**src/rtl/assert_macros.svh**
```systemverilog
// Assertion helpers shared by the RTL.
`ifndef ASSERT_MACROS_SVH
`define ASSERT_MACROS_SVH

// Condition holds on every edge outside reset.
`define ASSERT_HOLDS(lbl, clk, rst, cond) \
  lbl: assert property (@(posedge clk) disable iff (rst) (cond)) \
    else $error("assertion failed");

// Antecedent implies consequent in the same cycle, outside reset.
`define ASSERT_IMPLIES(lbl, clk, rst, ante, cons) \
  lbl: assert property (@(posedge clk) disable iff (rst) (ante) |-> (cons)) \
    else $error("assertion failed");

// Antecedent implies consequent in the next cycle, checked through reset too.
`define ASSERT_NEXT(lbl, clk, ante, cons) \
  lbl: assert property (@(posedge clk) (ante) |=> (cons)) \
    else $error("assertion failed");

`endif

```
**src/rtl/yuv2rgb_pkg.sv**
```systemverilog
package yuv2rgb_pkg;

  localparam int FRAC_BITS   = 16;
  localparam int SCALE_NUM   = 220;
  localparam int SCALE_SHIFT = 8;
  localparam int PROD_W      = 27;
  localparam int SUM_W       = 28;
  localparam int COLOUR_MAX  = (255 * SCALE_NUM) >> SCALE_SHIFT;

  // Q1.16 coefficients, rounded to nearest
  localparam logic [16:0] COEF_R_V = 17'd89831;
  localparam logic [16:0] COEF_G_V = 17'd45744;
  localparam logic [16:0] COEF_G_U = 17'd22127;
  localparam logic [16:0] COEF_B_U = 17'd113538;

  typedef struct packed {
    logic [7:0] luma_first;
    logic [7:0] chroma_blue;
    logic [7:0] luma_second;
    logic [7:0] chroma_red;
    logic       frame_end;
  } yuyv_word_t;

  typedef struct packed {
    logic [7:0] red_first;
    logic [7:0] green_first;
    logic [7:0] blue_first;
    logic [7:0] red_second;
    logic [7:0] green_second;
    logic [7:0] blue_second;
    logic       frame_end_out;
  } rgb_word_t;

  // after the chroma multipliers
  typedef struct packed {
    logic [7:0]               luma_first;
    logic [7:0]               luma_second;
    logic signed [PROD_W-1:0] prod_rv;
    logic signed [PROD_W-1:0] prod_gv;
    logic signed [PROD_W-1:0] prod_gu;
    logic signed [PROD_W-1:0] prod_bu;
    logic                     frame_end;
  } prod_word_t;

  // after the per-pixel sums
  typedef struct packed {
    logic signed [SUM_W-1:0] red_first;
    logic signed [SUM_W-1:0] green_first;
    logic signed [SUM_W-1:0] blue_first;
    logic signed [SUM_W-1:0] red_second;
    logic signed [SUM_W-1:0] green_second;
    logic signed [SUM_W-1:0] blue_second;
    logic                    frame_end;
  } sum_word_t;

endpackage

```
**src/rtl/yuv2rgb_chroma.sv**
```systemverilog
module yuv2rgb_chroma (
  input  logic                    clk,
  input  logic                    rst,
  input  logic                    in_valid,
  output logic                    in_ready,
  input  yuv2rgb_pkg::yuyv_word_t in_word,
  output logic                    out_valid,
  input  logic                    out_ready,
  output yuv2rgb_pkg::prod_word_t out_word
);
  import yuv2rgb_pkg::*;

  localparam logic signed [PROD_W-1:0] K_RV = PROD_W'(COEF_R_V);
  localparam logic signed [PROD_W-1:0] K_GV = PROD_W'(COEF_G_V);
  localparam logic signed [PROD_W-1:0] K_GU = PROD_W'(COEF_G_U);
  localparam logic signed [PROD_W-1:0] K_BU = PROD_W'(COEF_B_U);

  logic signed [PROD_W-1:0] du;
  logic signed [PROD_W-1:0] dv;
  prod_word_t               word_next;

  // x - 128 for an 8-bit x is x with its top bit inverted, read as signed
  always_comb begin
    du = PROD_W'($signed({~in_word.chroma_blue[7], in_word.chroma_blue[6:0]}));
    dv = PROD_W'($signed({~in_word.chroma_red[7], in_word.chroma_red[6:0]}));
    word_next.luma_first  = in_word.luma_first;
    word_next.luma_second = in_word.luma_second;
    word_next.prod_rv     = K_RV * dv;
    word_next.prod_gv     = K_GV * dv;
    word_next.prod_gu     = K_GU * du;
    word_next.prod_bu     = K_BU * du;
    word_next.frame_end   = in_word.frame_end;
  end

  assign in_ready = !out_valid || out_ready;

  always_ff @(posedge clk) begin
    if (rst) begin
      out_valid <= 1'b0;
    end else if (in_ready) begin
      out_valid <= in_valid;
    end
    if (in_ready && in_valid) begin
      out_word <= word_next;
    end
  end

endmodule

```
**src/rtl/yuv2rgb_sum.sv**
```systemverilog
module yuv2rgb_sum (
  input  logic                    clk,
  input  logic                    rst,
  input  logic                    in_valid,
  output logic                    in_ready,
  input  yuv2rgb_pkg::prod_word_t in_word,
  output logic                    out_valid,
  input  logic                    out_ready,
  output yuv2rgb_pkg::sum_word_t  out_word
);
  import yuv2rgb_pkg::*;

  logic signed [SUM_W-1:0] base0;
  logic signed [SUM_W-1:0] base1;
  logic signed [SUM_W-1:0] rv;
  logic signed [SUM_W-1:0] gvu;
  logic signed [SUM_W-1:0] bu;
  sum_word_t               word_next;

  always_comb begin
    base0 = SUM_W'($signed({1'b0, in_word.luma_first, {FRAC_BITS{1'b0}}}));
    base1 = SUM_W'($signed({1'b0, in_word.luma_second, {FRAC_BITS{1'b0}}}));
    rv    = SUM_W'(in_word.prod_rv);
    gvu   = SUM_W'(in_word.prod_gv) + SUM_W'(in_word.prod_gu);
    bu    = SUM_W'(in_word.prod_bu);
    word_next.red_first    = base0 + rv;
    word_next.green_first  = base0 - gvu;
    word_next.blue_first   = base0 + bu;
    word_next.red_second   = base1 + rv;
    word_next.green_second = base1 - gvu;
    word_next.blue_second  = base1 + bu;
    word_next.frame_end    = in_word.frame_end;
  end

  assign in_ready = !out_valid || out_ready;

  always_ff @(posedge clk) begin
    if (rst) begin
      out_valid <= 1'b0;
    end else if (in_ready) begin
      out_valid <= in_valid;
    end
    if (in_ready && in_valid) begin
      out_word <= word_next;
    end
  end

endmodule

```
**src/rtl/yuv2rgb_scale.sv**
```systemverilog
module yuv2rgb_scale (
  input  logic                   clk,
  input  logic                   rst,
  input  logic                   in_valid,
  output logic                   in_ready,
  input  yuv2rgb_pkg::sum_word_t in_word,
  output logic                   out_valid,
  input  logic                   out_ready,
  output yuv2rgb_pkg::rgb_word_t out_word
);
  import yuv2rgb_pkg::*;

  localparam logic [7:0] K_SCALE = 8'(SCALE_NUM);

  rgb_word_t word_next;

  // negative -> 0, integer part saturated at 255, then * 220 >> 8
  function automatic logic [7:0] clamp_scale(input logic signed [SUM_W-1:0] s);
    logic [7:0]  c;
    logic [15:0] p;
    if (s[SUM_W-1]) begin
      c = 8'd0;
    end else if (|s[SUM_W-2:FRAC_BITS+8]) begin
      c = 8'hff;
    end else begin
      c = s[FRAC_BITS+7:FRAC_BITS];
    end
    p = 16'(c) * 16'(K_SCALE);
    return p[15:SCALE_SHIFT];
  endfunction

  always_comb begin
    word_next.red_first     = clamp_scale(in_word.red_first);
    word_next.green_first   = clamp_scale(in_word.green_first);
    word_next.blue_first    = clamp_scale(in_word.blue_first);
    word_next.red_second    = clamp_scale(in_word.red_second);
    word_next.green_second  = clamp_scale(in_word.green_second);
    word_next.blue_second   = clamp_scale(in_word.blue_second);
    word_next.frame_end_out = in_word.frame_end;
  end

  assign in_ready = !out_valid || out_ready;

  always_ff @(posedge clk) begin
    if (rst) begin
      out_valid <= 1'b0;
    end else if (in_ready) begin
      out_valid <= in_valid;
    end
    if (in_ready && in_valid) begin
      out_word <= word_next;
    end
  end

endmodule

```
**src/rtl/yuv2rgb_converter_top.sv**
```systemverilog
// YUYV 4:2:2 to RGB888 converter, one pixel pair per word.
//
// Input channel (yuyv_valid / yuyv_ready / yuyv): one word per YUYV group,
// Y0, U, Y1, V and a last-of-frame flag. Output channel (rgb_valid /
// rgb_ready / rgb): two RGB pixels sharing the chroma, each colour clamped
// to 0..255 and scaled by 220/256, so 0..219; the frame flag rides along.
//
// Three register stages: chroma multipliers, per-pixel sums, clamp and
// scale. An accepted word passes through them in that order before it
// shows on rgb; throughput is one word per clock while the receiver
// keeps rgb_ready high.
//
// Each stage holds its own valid bit and loads when it is empty or its
// successor moves, so bubbles are squeezed out. When the receiver stalls
// the stages fill up in turn; yuyv_ready falls only once all three hold a
// word. Nothing is dropped or repeated.
//
// Reset (rst, synchronous) clears the valid bits only; the data registers
// are not reset. yuyv_ready is high once reset has emptied the stages, so
// a word can be taken as soon as rst falls.
module yuyv_to_rgb_converter_top (
  input  logic                    clk,
  input  logic                    rst,
  input  logic                    yuyv_valid,
  output logic                    yuyv_ready,
  input  yuv2rgb_pkg::yuyv_word_t yuyv,
  output logic                    rgb_valid,
  input  logic                    rgb_ready,
  output yuv2rgb_pkg::rgb_word_t  rgb
);
  import yuv2rgb_pkg::*;
  `include "assert_macros.svh"

  prod_word_t prod_word;
  sum_word_t  sum_word;
  logic       prod_valid;
  logic       prod_ready;
  logic       sum_valid;
  logic       sum_ready;

  // stage 1: shared chroma products
  yuv2rgb_chroma u_chroma (
    .clk       (clk),
    .rst       (rst),
    .in_valid  (yuyv_valid),
    .in_ready  (yuyv_ready),
    .in_word   (yuyv),
    .out_valid (prod_valid),
    .out_ready (prod_ready),
    .out_word  (prod_word)
  );

  // stage 2: Q.16 sums, six of them
  yuv2rgb_sum u_sum (
    .clk       (clk),
    .rst       (rst),
    .in_valid  (prod_valid),
    .in_ready  (prod_ready),
    .in_word   (prod_word),
    .out_valid (sum_valid),
    .out_ready (sum_ready),
    .out_word  (sum_word)
  );

  // stage 3: clamp, scale, output register
  yuv2rgb_scale u_scale (
    .clk       (clk),
    .rst       (rst),
    .in_valid  (sum_valid),
    .in_ready  (sum_ready),
    .in_word   (sum_word),
    .out_valid (rgb_valid),
    .out_ready (rgb_ready),
    .out_word  (rgb)
  );

  // input is held off only with the whole pipe full and the output stalled
  `ASSERT_IMPLIES(a_full_stall, clk, rst, !yuyv_ready,
                  prod_valid && sum_valid && rgb_valid && !rgb_ready)
  // scaled colours stay within range
  `ASSERT_IMPLIES(a_range, clk, rst, rgb_valid,
                  rgb.red_first <= 8'(COLOUR_MAX) && rgb.green_first <= 8'(COLOUR_MAX) &&
                  rgb.blue_first <= 8'(COLOUR_MAX) && rgb.red_second <= 8'(COLOUR_MAX) &&
                  rgb.green_second <= 8'(COLOUR_MAX) && rgb.blue_second <= 8'(COLOUR_MAX))
  // reset empties every stage
  `ASSERT_NEXT(a_reset_empty, clk, rst, !prod_valid && !sum_valid && !rgb_valid)

endmodule
```
**config.mk**
```make
export PLATFORM = sky130hd
export DESIGN_NAME = yuyv_to_rgb_converter_top
export DESIGN_NICKNAME = d
export VERILOG_FILES = /design/src/rtl/yuv2rgb_pkg.sv /design/src/rtl/yuv2rgb_chroma.sv /design/src/rtl/yuv2rgb_sum.sv /design/src/rtl/yuv2rgb_scale.sv /design/src/rtl/yuv2rgb_converter_top.sv
export VERILOG_INCLUDE_DIRS = /design/src /design/src/rtl
export SDC_FILE = /design/constraint.sdc
export NUM_CORES = 1
export LEC_CHECK = 0
export BUFFER_PORTS_ARGS = -buffer_cell sky130_fd_sc_hd__buf_2
export CORE_UTILIZATION = 50
export DETAILED_ROUTE_END_ITERATION = 6
export GPL_TIMING_DRIVEN = 0
export PLACE_DENSITY = 0.67
export SLEW_MARGIN = 5
export SYNTH_ARGS = -nofsm -noshare
export SYNTH_HDL_FRONTEND = slang
export SYNTH_SLANG_ARGS = --single-unit
```
**constraint.sdc**
```tcl
create_clock -name clk -period 8.58 [get_ports clk]
set_input_delay 1.287 -clock clk [delete_from_list [all_inputs] [get_ports clk]]
set_output_delay 1.287 -clock clk [all_outputs]
set_load 0.005 [all_outputs]
```
; Word-level counts from Yosys, hierarchy flattened
; Cells that the tools add are included.
[totals]
register_bits = 334
out_inout_bits = 51
elab_cells = 70
[op_classes]
add_sub_neg = 7
mul = 10
mux = 12
bitwise = 2
reduce_logical = 15
[op_table]
columns = cell, n
row1 = $add A25 B26 Y27, 4
row2 = $mux W8, 12
row3 = $mul A8 B6 Y14 const B, 6
row4 = $sub A25 B28 Y28, 2
row5 = $add A25 B24 Y26, 1
row6 = $mul A18 B8 Y26 const A, 1
row7 = $mul A17 B8 Y25 const A, 1
row8 = $mul A16 B8 Y24 const A, 1
row9 = $mul A13 B8 Y21 const A, 1
row10 = $reduce_or A3 Y1, 6
row11 = $logic_and A1 B1 Y1, 3
row12 = $logic_not A1 Y1, 3
row13 = $logic_or A1 B1 Y1, 3
row14 = $not A1 Y1, 2

; Depth between registers and ports, before layout
; Gate-level depths: netlist of the first run.
[logic_depth]
ltp_word = 5
depth_mapped = 20
depth_no_buf = 20

; Cells and area by module
; A second synthesis of the first run with hierarchy kept.
[hier_totals]
cells_unflattened = 2626
area_unflattened_um2 = 27826.7
[by_module_without_submodules]
columns = module, instances, cells_each, area_each_um2
row1 = yuv2rgb_chroma, 1, 1080, 11701.2
row2 = yuv2rgb_sum, 1, 753, 8453.1
row3 = yuv2rgb_scale, 1, 793, 7672.4

; Worst setup path after synthesis of the first run
; OpenSTA, ideal clock, no wires.
[synth_path]
kind = in2reg
start = input port rgb_ready
end = register u_sum.out_word[0] (netlist name) (enable)
arrival_ns = 6.402
required_time_ns = 7.978
slack_ns = 1.577
path_stages = 2
n_path_buf = 0
path_cell_list = nor2b_1 > a21boi_0
[synth_between]
elab_chain_len = 3
[synth_rtl]
columns = element, line
row1 = "start, declared", yuv2rgb_converter_top.sv:28  ; input logic rgb_ready,
row2 = $logic_or A1 B1 Y1, yuv2rgb_scale.sv:42  ; assign in_ready = !out_valid || out_ready;
row3 = $logic_or A1 B1 Y1, yuv2rgb_sum.sv:35  ; assign in_ready = !out_valid || out_ready;
row4 = $logic_and A1 B1 Y1, yuv2rgb_sum.sv:43  ; if (in_ready && in_valid) begin
row5 = "end signal, assigned", yuv2rgb_sum.sv:44  ; out_word <= word_next;
row6 = "end, declared", yuv2rgb_sum.sv:9  ; output yuv2rgb_pkg::sum_word_t out_word
; Every way passes these cells.
; A chain may end at the register's enable or synchronous reset.

==> qor.csv, run 1 <==
stage,metric,value,unit
routing,via count,15200,
synth,"Distinct cells, synth",77,
global_route,Tot GR Track Use,19.5,%
placement,dpl cells,2912,
finish,fillers,3955,
clock_network,CTS resizes,0,
worst_setup_path,CP Cell Sequence,buf_2 > ha_1 > inv_1 > fa_1 > inv_1 > ha_1 > inv_1 > fa_1 > inv_1 > ha_1 > inv_1 > fa_1 > nor2b_1 > o21ai_0 > a21boi_0 > o21ai_0 > a21boi_0 > o21ai_0 > a31oi_1 > or2_2 > nand3_1,
finish,P&R area growth vs syn,9.46,%
synth,Main synth FF type,edfxtp_1,
routing,DRT Pass-1 Iters,5,
sta,post-layout min period,5760,ps
finish,most frequent cells in the layout,"505 x inv_1, 423 x ha_1, 214 x fa_1, 200 x edfxtp_1, 185 x nor2_1",
placement,input/output buffers,87,
die,FP Rows,78,
die,Die W,216,um
die,Top-Level Pins,88,
finish,fin cells,2957,
clock_network,Sink Count,203,
global_route,vias in the first global route,15900,
finish,share of layout cells above drive strength 1,8.53,%
sta,FMAX,0.174,GHz
status,status,"complete, no violations",
worst_setup_path,Critical Path End Type,register,
clock_network,Post-CTS Setup Bufs,0,
die,Die H,216,um
synth,mapped cell area,22900,um2
synth,post-synthesis sequential area ratio,26.4,%
placement,GP Congestion,0.878,
worst_setup_path,CP max FO,8,
worst_hold_path,Hold Crit Class,register to register,
routing,drt total wl,43500,um
placement,placed wire-length estimate,37100,um
sta,relative slew slack,42.9,%
sta,max-slew violations,0,
global_route,largest net degree at the start of global routing,32,
placement,DP Worst Slack,2290,ps
flow_run,Maximum Capacitance Violations,0,
finish,Nets,3013,
sta,Final Skew,46.2,ps
clock_network,clk slew on worst S/H paths,60,ps
sta,measured slew at the worst slew-check pin,835,ps
clock_network,worst-skew pair later-pin latency,580,ps
worst_hold_path,hold depth,0,
global_route,first-pass GRT wire length,74700,um
synth,Gate Count Post-Synth,2218,
worst_setup_path,reg2reg path depth,19,
routing,Via density,5.13,
worst_setup_path,kind of critical path,input pin to register,
routing,drt drc,0,
clock_network,hold buffer count at cts,0,
synth,Syn Nets,2892,
synth,Post-synth EDFFs,200,
global_route,total gr overflow,0,
routing,First DRT Iteration DRCs,731,
sta,Final Setup Violations,0,
worst_setup_path,cell mode on critical path,inv_1,
worst_setup_path,critical path arrival,6060,ps
routing,routed len/inst,14.7,um
die,Initial Util,50.7,%
clock_network,Root Driver,clkbuf_16,
sta,"Hold Violations, Final",0,
clock_network,CTS H-tree lvls,1,
synth,Yosys Warn Count,0,
die,core area,45300,um2
global_route,initial antenna violation count,0,
sta,worst setup slack after layout,2820,ps
worst_setup_path,crit start category,input pin,
routing,remaining antenna violation count,0,
sta,RSZ-0062 raised after global routing,no,
clock_network,Clock Tree Buf Depth,3,
synth,Yosys reg bits,203,
worst_setup_path,slowest cell on the critical path,fa_1,
worst_setup_path,"slowest stage delay, CP",530,ps
finish,Ant. Diodes,0,
clock_network,total CTS buffers,25,
worst_setup_path,Worst Path Required,8880,ps
die,die area,46800,um2
sta,setup_tns,0,ps
clock_network,CTS tree,yes,
finish,"commonest non-fill, non-tap cell in the layout",inv_1,
synth,fraction of registers with async set/reset,0,%
synth,Post-Syn Area per Cell,10.3,um2
sta,Final Cycle Share,67.1,%
[kinds of logic after synthesis]
group	count (synthesis)	synth area share (%)
compound gates	309	9.68
flops	203	26.4
simple gates	429	8.97
xor+xnor	119	4.54
fa+ha+maj	637	41.7
buf+inv	519	8.55
mux	2	0.0927
[path summary, 6_finish.rpt]
path / from / to / slack, ps
worst max register to register: u_sum.out_word[26] / u_scale.out_word[8] / 3630
worst min-delay path: u_sum.out_word[0] / u_scale.out_word[0] / 430
worst min register to register: u_sum.out_word[0] / u_scale.out_word[0] / 430
worst max-delay path: yuyv[17] / u_chroma.out_word[48] / 2820
[cells in the mapped netlist, drive strengths merged, types with 4 or more instances]
cell     instances  area share [%]
inv            505             8.3
ha             423              23
fa             214              19
edfxtp         200              26
nor2           185             3.0
a21oi           80             1.8
xnor2           71             2.7
nor3            52             1.1
nand2           50            0.82
o21ai           49             1.1
xor2            48             1.8
or2             42             1.1
a21o            38             1.2
o21a            33             1.1
nand3           22            0.48
o21bai          21            0.70
nor2b           15            0.41
a21boi          14            0.46
a31oi           11            0.30
and3            11            0.30
nand2b          11            0.30
or3             11            0.31
a211oi           9            0.39
and4b            8            0.35
clkbuf           8            0.13
o41a             7            0.34
buf              6            0.16
a2111oi          5            0.44
nand4            5            0.14
o211ai           5            0.16
o31a             4            0.16
[critical path: cells and delay by family]
| kind | cells | cell delay, ps |
|---|---|---|
| compound gates | 6 | 1500 |
| simple gates | 3 | 400 |
| buf+inv | 6 | 680 |
| fa+ha+maj | 6 | 2210 |
[flip-flops by register name, indices dropped and copies added (netlist names)]
register            flops
u_chroma.out_word      82
u_sum.out_valid         1
u_scale.out_valid       1
u_sum.out_word         69
u_scale.out_word       49
u_chroma.out_valid      1
[routing by layer]
layer | vias to the layer above | share of wire (%) | global-route usage (%)
met1 | 7290 | 44 | 24.5
met2 | 205 | 49 | 34.7
met5 | - | 0 | 0
li1 | 7610 | - | -
met3 | 66 | 3.6 | 2.43
met4 | 0 | 3.0 | 6.01
[final cells by class]
type	instances	area, um2	area share [%]
multi-input cells	1496	15000	59.5
clock buffers	31	648	2.58
inverters	505	1900	7.55
plain buffers	14	66.3	0.264
flip-flops and latches	203	6070	24.1
well taps	600	751	2.99
clock inverters	14	140	0.558
repair buffers	94	598	2.38
[metrics by stage]
stage	instance area, um2	hold WS, ps	utilization (%)
3_3_place_gp	24100	408	53.3
5_1_grt	25100	453	55.5
4_1_cts	25100	434	55.5
3_5_place_dp	24300	424	53.7
2_1_floorplan	22900	400	-
6_report	25100	433	55.5
Power of run 1 is not shown: default switching activity piles up to over one toggle a cycle in this logic, so the estimate is an artifact.
==> inputs of run 2 (changes only) <==
- clock period: 8.58 -> 5.4 ns (I/O delays scaled with it)
==> qor.csv, run 2 (synthesis gave the netlist of run 1 again) <==
stage,metric,value,unit,change
status,status,finished with violations,,
status,failing checks,design-rule violations,,
worst_setup_path,slowest cell on the critical path,fa_1,,
global_route,gr busiest metal,met2,,
worst_setup_path,CP max FO,13,,+5
worst_setup_path,"slowest stage delay, CP",560,ps,+30 ps
placement,DP Worst Slack,-423,ps,-2710 ps
die,core area,45300,um2,unchanged
finish,share of layout cells above drive strength 1,9.07,%,+0.54 points
clock_network,Sink Count,203,,unchanged
die,Top-Level Pins,88,,unchanged
flow_run,Maximum Capacitance Violations,0,,unchanged
routing,drt drc,1,,+1
finish,most frequent cells in the layout,"504 x inv_1, 423 x ha_1, 214 x fa_1, 200 x edfxtp_1, 185 x nor2_1",,
sta,relative slew slack,47.5,%,+4.6 points
worst_setup_path,Critical Path End Type,register,,
finish,P&R area growth vs syn,10.0,%,
sta,max-slew violations,0,,unchanged
worst_setup_path,Reg-to-Reg Start,u_sum.out_word[54],,
sta,Final Cycle Share,94.1,%,
global_route,vias in the first global route,15800,,-0.96%
finish,"commonest non-fill, non-tap cell in the layout",inv_1,,
global_route,total gr overflow,0,,unchanged
sta,measured slew at the worst slew-check pin,785,ps,-49.3 ps
sta,"Hold Violations, Final",0,,unchanged
worst_setup_path,crit start category,input pin,,
die,Die W,216,um,unchanged
finish,Finished Cell Area,25300,um2,+0.53%
die,Die H,216,um,unchanged
clock_network,worst-skew pair later-pin latency,570,ps,about the same
worst_hold_path,Hold Crit Class,input pin to register,,
worst_setup_path,kind of critical path,input pin to register,,
clock_network,CTS H-tree lvls,1,,unchanged
routing,DRT Pass-1 Iters,7,,+2
clock_network,Clock Tree Buf Depth,3,,unchanged
finish,Nets,3016,,+0.10%
worst_setup_path,CP startpoint,yuyv[8],,
routing,Via density,5.09,,-0.70%
sta,Final Setup Violations,0,,unchanged
global_route,grt met1 use,24.0,%,-0.47 points
routing,remaining antenna violation count,0,,unchanged
sta,RSZ-0062 raised after global routing,no,,
finish,Reg with most FFs,u_chroma.out_word,,
global_route,M3 GR Usage,2.13,%,-0.29 points
worst_setup_path,cell mode on critical path,fa_1,,
sta,setup_tns,0,ps,unchanged
clock_network,hold buffer count at cts,0,,unchanged
global_route,largest net degree at the start of global routing,31,,-3.1%
placement,placed wire-length estimate,36700,um,-0.99%
clock_network,Root Driver,clkbuf_16,,
clock_network,CTS tree,yes,,
clock_network,clk slew on worst S/H paths,60,ps,about the same
sta,worst setup slack after layout,320,ps,-2500 ps
finish,Ant. Diodes,0,,unchanged
finish,largest registers,"u_chroma.out_word (82), u_sum.out_word (69), u_scale.out_word (49)",,
placement,area post-placement,24300,um2,about the same
routing,via count,15100,,-0.63%
worst_setup_path,CP top delay family,adder cells,,
finish,post-layout util,55.8,%,+0.29 points
global_route,met2 Use GR,34.2,%,-0.56 points
placement,input/output buffers,87,,unchanged
finish,Largest register FFs,82,,unchanged
routing,routed len/inst,14.5,um,-1.3%
finish,fillers,3991,,+0.91%
clock_network,total CTS buffers,26,,+4.0%
die,die area,46800,um2,unchanged
worst_setup_path,critical path arrival,5370,ps,-690 ps
die,FP Rows,78,,unchanged
placement,GP Congestion,0.885,,+0.80%
global_route,first-pass GRT wire length,73400,um,-1.7%
routing,drt total wl,43000,um,-1.3%
global_route,initial antenna violation count,0,,unchanged
worst_setup_path,CP Cell Sequence,buf_2 > inv_1 > fa_1 > inv_1 > fa_1 > fa_1 > fa_1 > inv_1 > ha_1 > o21ai_0 > a21oi_1 > nor3b_1 > o211ai_1 > nand3_1 > a41oi_1 > a21oi_1 > a21oi_1 > xnor2_1,,
worst_setup_path,Worst Path Required,5690,ps,-3190 ps
sta,Final Skew,31.2,ps,-15.1 ps
sta,post-layout min period,5080,ps,
worst_setup_path,sum of buffers and inverters on the critical path,4,,-2
die,Initial Util,50.7,%,unchanged
worst_hold_path,Hold Startpoint,yuyv[31],,
global_route,Tot GR Track Use,19.1,%,-0.42 points
sta,FMAX,0.197,GHz,
routing,First DRT Iteration DRCs,727,,-0.55%
[run 2: stage by stage]
step,cells,hold WS (ps)
6_report,2959,410
5_1_grt,2959,389
4_1_cts,2957,380
3_5_place_dp,2912,411
3_3_place_gp,2905,407
2_1_floorplan,2218,400
[run 2: worst paths after layout]
kind                                          endpoint  slack [ps]  depth (start not counted)
worst min-delay path            u_chroma.out_word[123]         410                          1
worst min register to register     u_scale.out_word[0]         420                          0
worst max-delay path            u_chroma.out_word[107]         320                         18
worst max register to register    u_scale.out_word[16]         460                         18
[run 2: routing by layer]
layer  part of all wire [%]  wire length (um)
met5                      0                 0
met4                    2.5              1090
met3                    3.4              1450
met2                     49             21200
met1                     45             19300
[run 2: area by class of cell]
class	instances	area (um2)	share of cell area (%)
multi-input cells	1496	15000	59.3
flip-flops and latches	203	6070	24.0
inverters	505	1900	7.52
well taps	600	751	2.97
clock buffers	26	651	2.58
repair buffers	96	606	2.40
clock inverters	19	240	0.951
plain buffers	14	66.3	0.263
[run 2: repair_timing]
| action | in CTS | in global routing |
|---|---|---|
| setup buffers | 0 | 2 |
| resized for setup | 0 | 8 |
| setup endpoints to repair | 0 | 9 |
Power of run 2 is left out for the same reason.
==> inputs of run 3 (changes only) <==
- clock period: 5.4 -> 4.7 ns (I/O delays scaled with it)
==> qor.csv, run 3 (synthesis gave the netlist of run 1 again) <==
stage,metric,value,unit,change
status,status,finished with violations,,
status,failing checks,design-rule violations,,
global_route,Tot GR Track Use,19.6,%,+0.55 points
clock_network,Root Driver,clkbuf_16,,
clock_network,worst-skew pair later-pin latency,560,ps,about the same
routing,met3 wire length,1240,um,-15%
worst_setup_path,Worst Path Required,5010,ps,-680 ps
finish,Largest register FFs,82,,unchanged
clock_network,total CTS buffers,25,,-3.8%
die,core area,45300,um2,unchanged
routing,remaining antenna violation count,0,,unchanged
sta,"Hold Violations, Final",0,,unchanged
worst_setup_path,Reg-to-Reg Start,u_sum.out_word[109],,
routing,Via density,5.12,,+0.56%
worst_hold_path,Hold Crit Class,input pin to register,,
finish,P&R area growth vs syn,14.7,%,
die,Die W,216,um,unchanged
sta,post-layout min period,4570,ps,
clock_network,Sink Count,203,,unchanged
worst_hold_path,hold depth,1,,unchanged
worst_setup_path,RR Endpoint,u_scale.out_word[32],,
sta,FMAX,0.219,GHz,
global_route,largest net degree at the start of global routing,31,,unchanged
placement,input/output buffers,87,,unchanged
routing,DRT Pass-1 Iters,7,,unchanged
sta,Final Cycle Share,97.2,%,
sta,relative slew slack,48.9,%,+1.4 points
finish,Ant. Diodes,0,,unchanged
worst_setup_path,kind of critical path,register to register,,
sta,Final Setup Violations,0,,unchanged
global_route,vias in the first global route,16100,,+1.9%
routing,routed len/inst,14.9,um,+2.9%
routing,met2 wire length,23100,um,+9.1%
placement,placed wire-length estimate,37400,um,+1.7%
finish,largest registers,"u_chroma.out_word (82), u_sum.out_word (69), u_scale.out_word (49)",,
finish,share of layout cells above drive strength 1,16.1,%,+7.0 points
sta,Final Skew,34.5,ps,+3.34 ps
finish,Reg with most FFs,u_chroma.out_word,,
worst_setup_path,CP startpoint,u_sum.out_word[109],,
worst_hold_path,Hold Startpoint,yuyv[28],,
die,Die H,216,um,unchanged
worst_setup_path,CP max FO,6,,-7
finish,Nets,3073,,+1.9%
routing,via count,15500,,+2.5%
placement,GP Congestion,0.882,,-0.40%
clock_network,CTS tree,yes,,
die,die area,46800,um2,unchanged
worst_setup_path,Critical Path End Type,register,,
routing,First DRT Iteration DRCs,576,,-21%
sta,measured slew at the worst slew-check pin,764,ps,-20.9 ps
routing,Metal-1 WL,19800,um,+3.0%
clock_network,Clock Tree Buf Depth,3,,unchanged
die,FP Rows,78,,unchanged
flow_run,Maximum Capacitance Violations,0,,unchanged
die,Initial Util,50.7,%,unchanged
worst_hold_path,Hold Path Sink,u_chroma.out_word[120],,
finish,"commonest non-fill, non-tap cell in the layout",inv_1,,
worst_setup_path,reg2reg path depth,17,,-1
worst_setup_path,crit start category,register,,
sta,max-slew violations,0,,unchanged
clock_network,clk slew on worst S/H paths,60,ps,about the same
routing,Highest Signal Layer,met4,,
worst_setup_path,critical path arrival,4870,ps,-500 ps
routing,drt drc,1,,unchanged
global_route,first-pass GRT wire length,75400,um,+2.7%
routing,drt total wl,45100,um,+5.0%
worst_setup_path,"reg-to-reg slack, setup",130,ps,-330 ps
global_route,total gr overflow,0,,unchanged
clock_network,hold buffer count at cts,0,,unchanged
clock_network,CTS H-tree lvls,1,,unchanged
finish,post-layout util,58.1,%,+2.4 points
die,Top-Level Pins,88,,unchanged
finish,most frequent cells in the layout,"478 x inv_1, 404 x ha_1, 209 x fa_1, 200 x edfxtp_1, 162 x nor2_1",,
global_route,initial antenna violation count,0,,unchanged
[run 3: changes by cell type in the layout (fill, tap and decap cells not counted), moves of 19 or more]
cell    delta
nor2_1    -23
or2_4     +21
ha_1      -19
inv_1     -26
buf_4     +63
or2_2     -21
[run 3: through the flow]
step	TNS, ps	hold slack [ps]	instance area, um2	setup WS [ps]	instances
2_1_floorplan	-1.74	400	23000	-1.74	2218
3_3_place_gp	-133320	414	24200	-1280	2905
3_5_place_dp	-21540	428	24400	-894	2912
4_1_cts	0	288	25500	5.37	2974
5_1_grt	-163	297	26300	-42.1	3017
6_report	0	316	26300	134	3017
[run 3: worst max path at each step]
| stage | cells after the start | endpoint | slack, ps |
|---|---|---|---|
| 2_1_floorplan | 17 | u_chroma.out_word[107] | -2 |
| 3_3_place_gp | 3 | u_sum.out_word[25] | -1280 |
| 3_5_place_dp | 21 | u_chroma.out_word[48] | -890 |
| 6_report | 17 | u_scale.out_word[32] | 130 |
| 5_1_grt | 19 | u_scale.out_word[14] | -40 |
| 4_1_cts | 17 | u_scale.out_word[16] | 5 |
[run 3: layer usage]
| layer | vias up | GRT usage [%] |
|---|---|---|
| met4 | 0 | 4.51 |
| met2 | 189 | 36.3 |
| met1 | 7466 | 24.6 |
| met5 | - | 0 |
| li1 | 7741 | - |
| met3 | 60 | 1.73 |
[run 3: what timing repair did]
action | CTS | global route
setup buffers | 23 | 43
resized for setup | 46 | 135
setup endpoints to repair | 30 | 44
pin swaps | 26 | 83
endpoints found under the hold margin | 0 | 0
[run 3: layout make-up]
cell class / instances / area (um2)
Buffer: 8 / 43.8
Clock buffer: 27 / 633
Clock inverter: 18 / 214
Fill cell: 3865 / 19000
Inverter: 505 / 1940
Multi-Input combinational cell: 1496 / 15600
Sequential cell: 203 / 6070
Tap cell: 600 / 751
Timing Repair Buffer: 160 / 1120
[run 3: worst max-delay path, cell delays in order (launching register included)]
cell	delay [ps]
edfxtp_1	360
or2_4	300
nor2_4	80
or2_4	130
inv_4	50
fa_1	500
fa_1	540
inv_1	50
fa_1	550
inv_1	70
ha_4	210
a21boi_4	140
o21a_1	230
o21a_1	220
o21a_1	230
o41a_1	430
a21oi_2	150
xnor2_1	70
Power of run 3 is left out for the same reason.
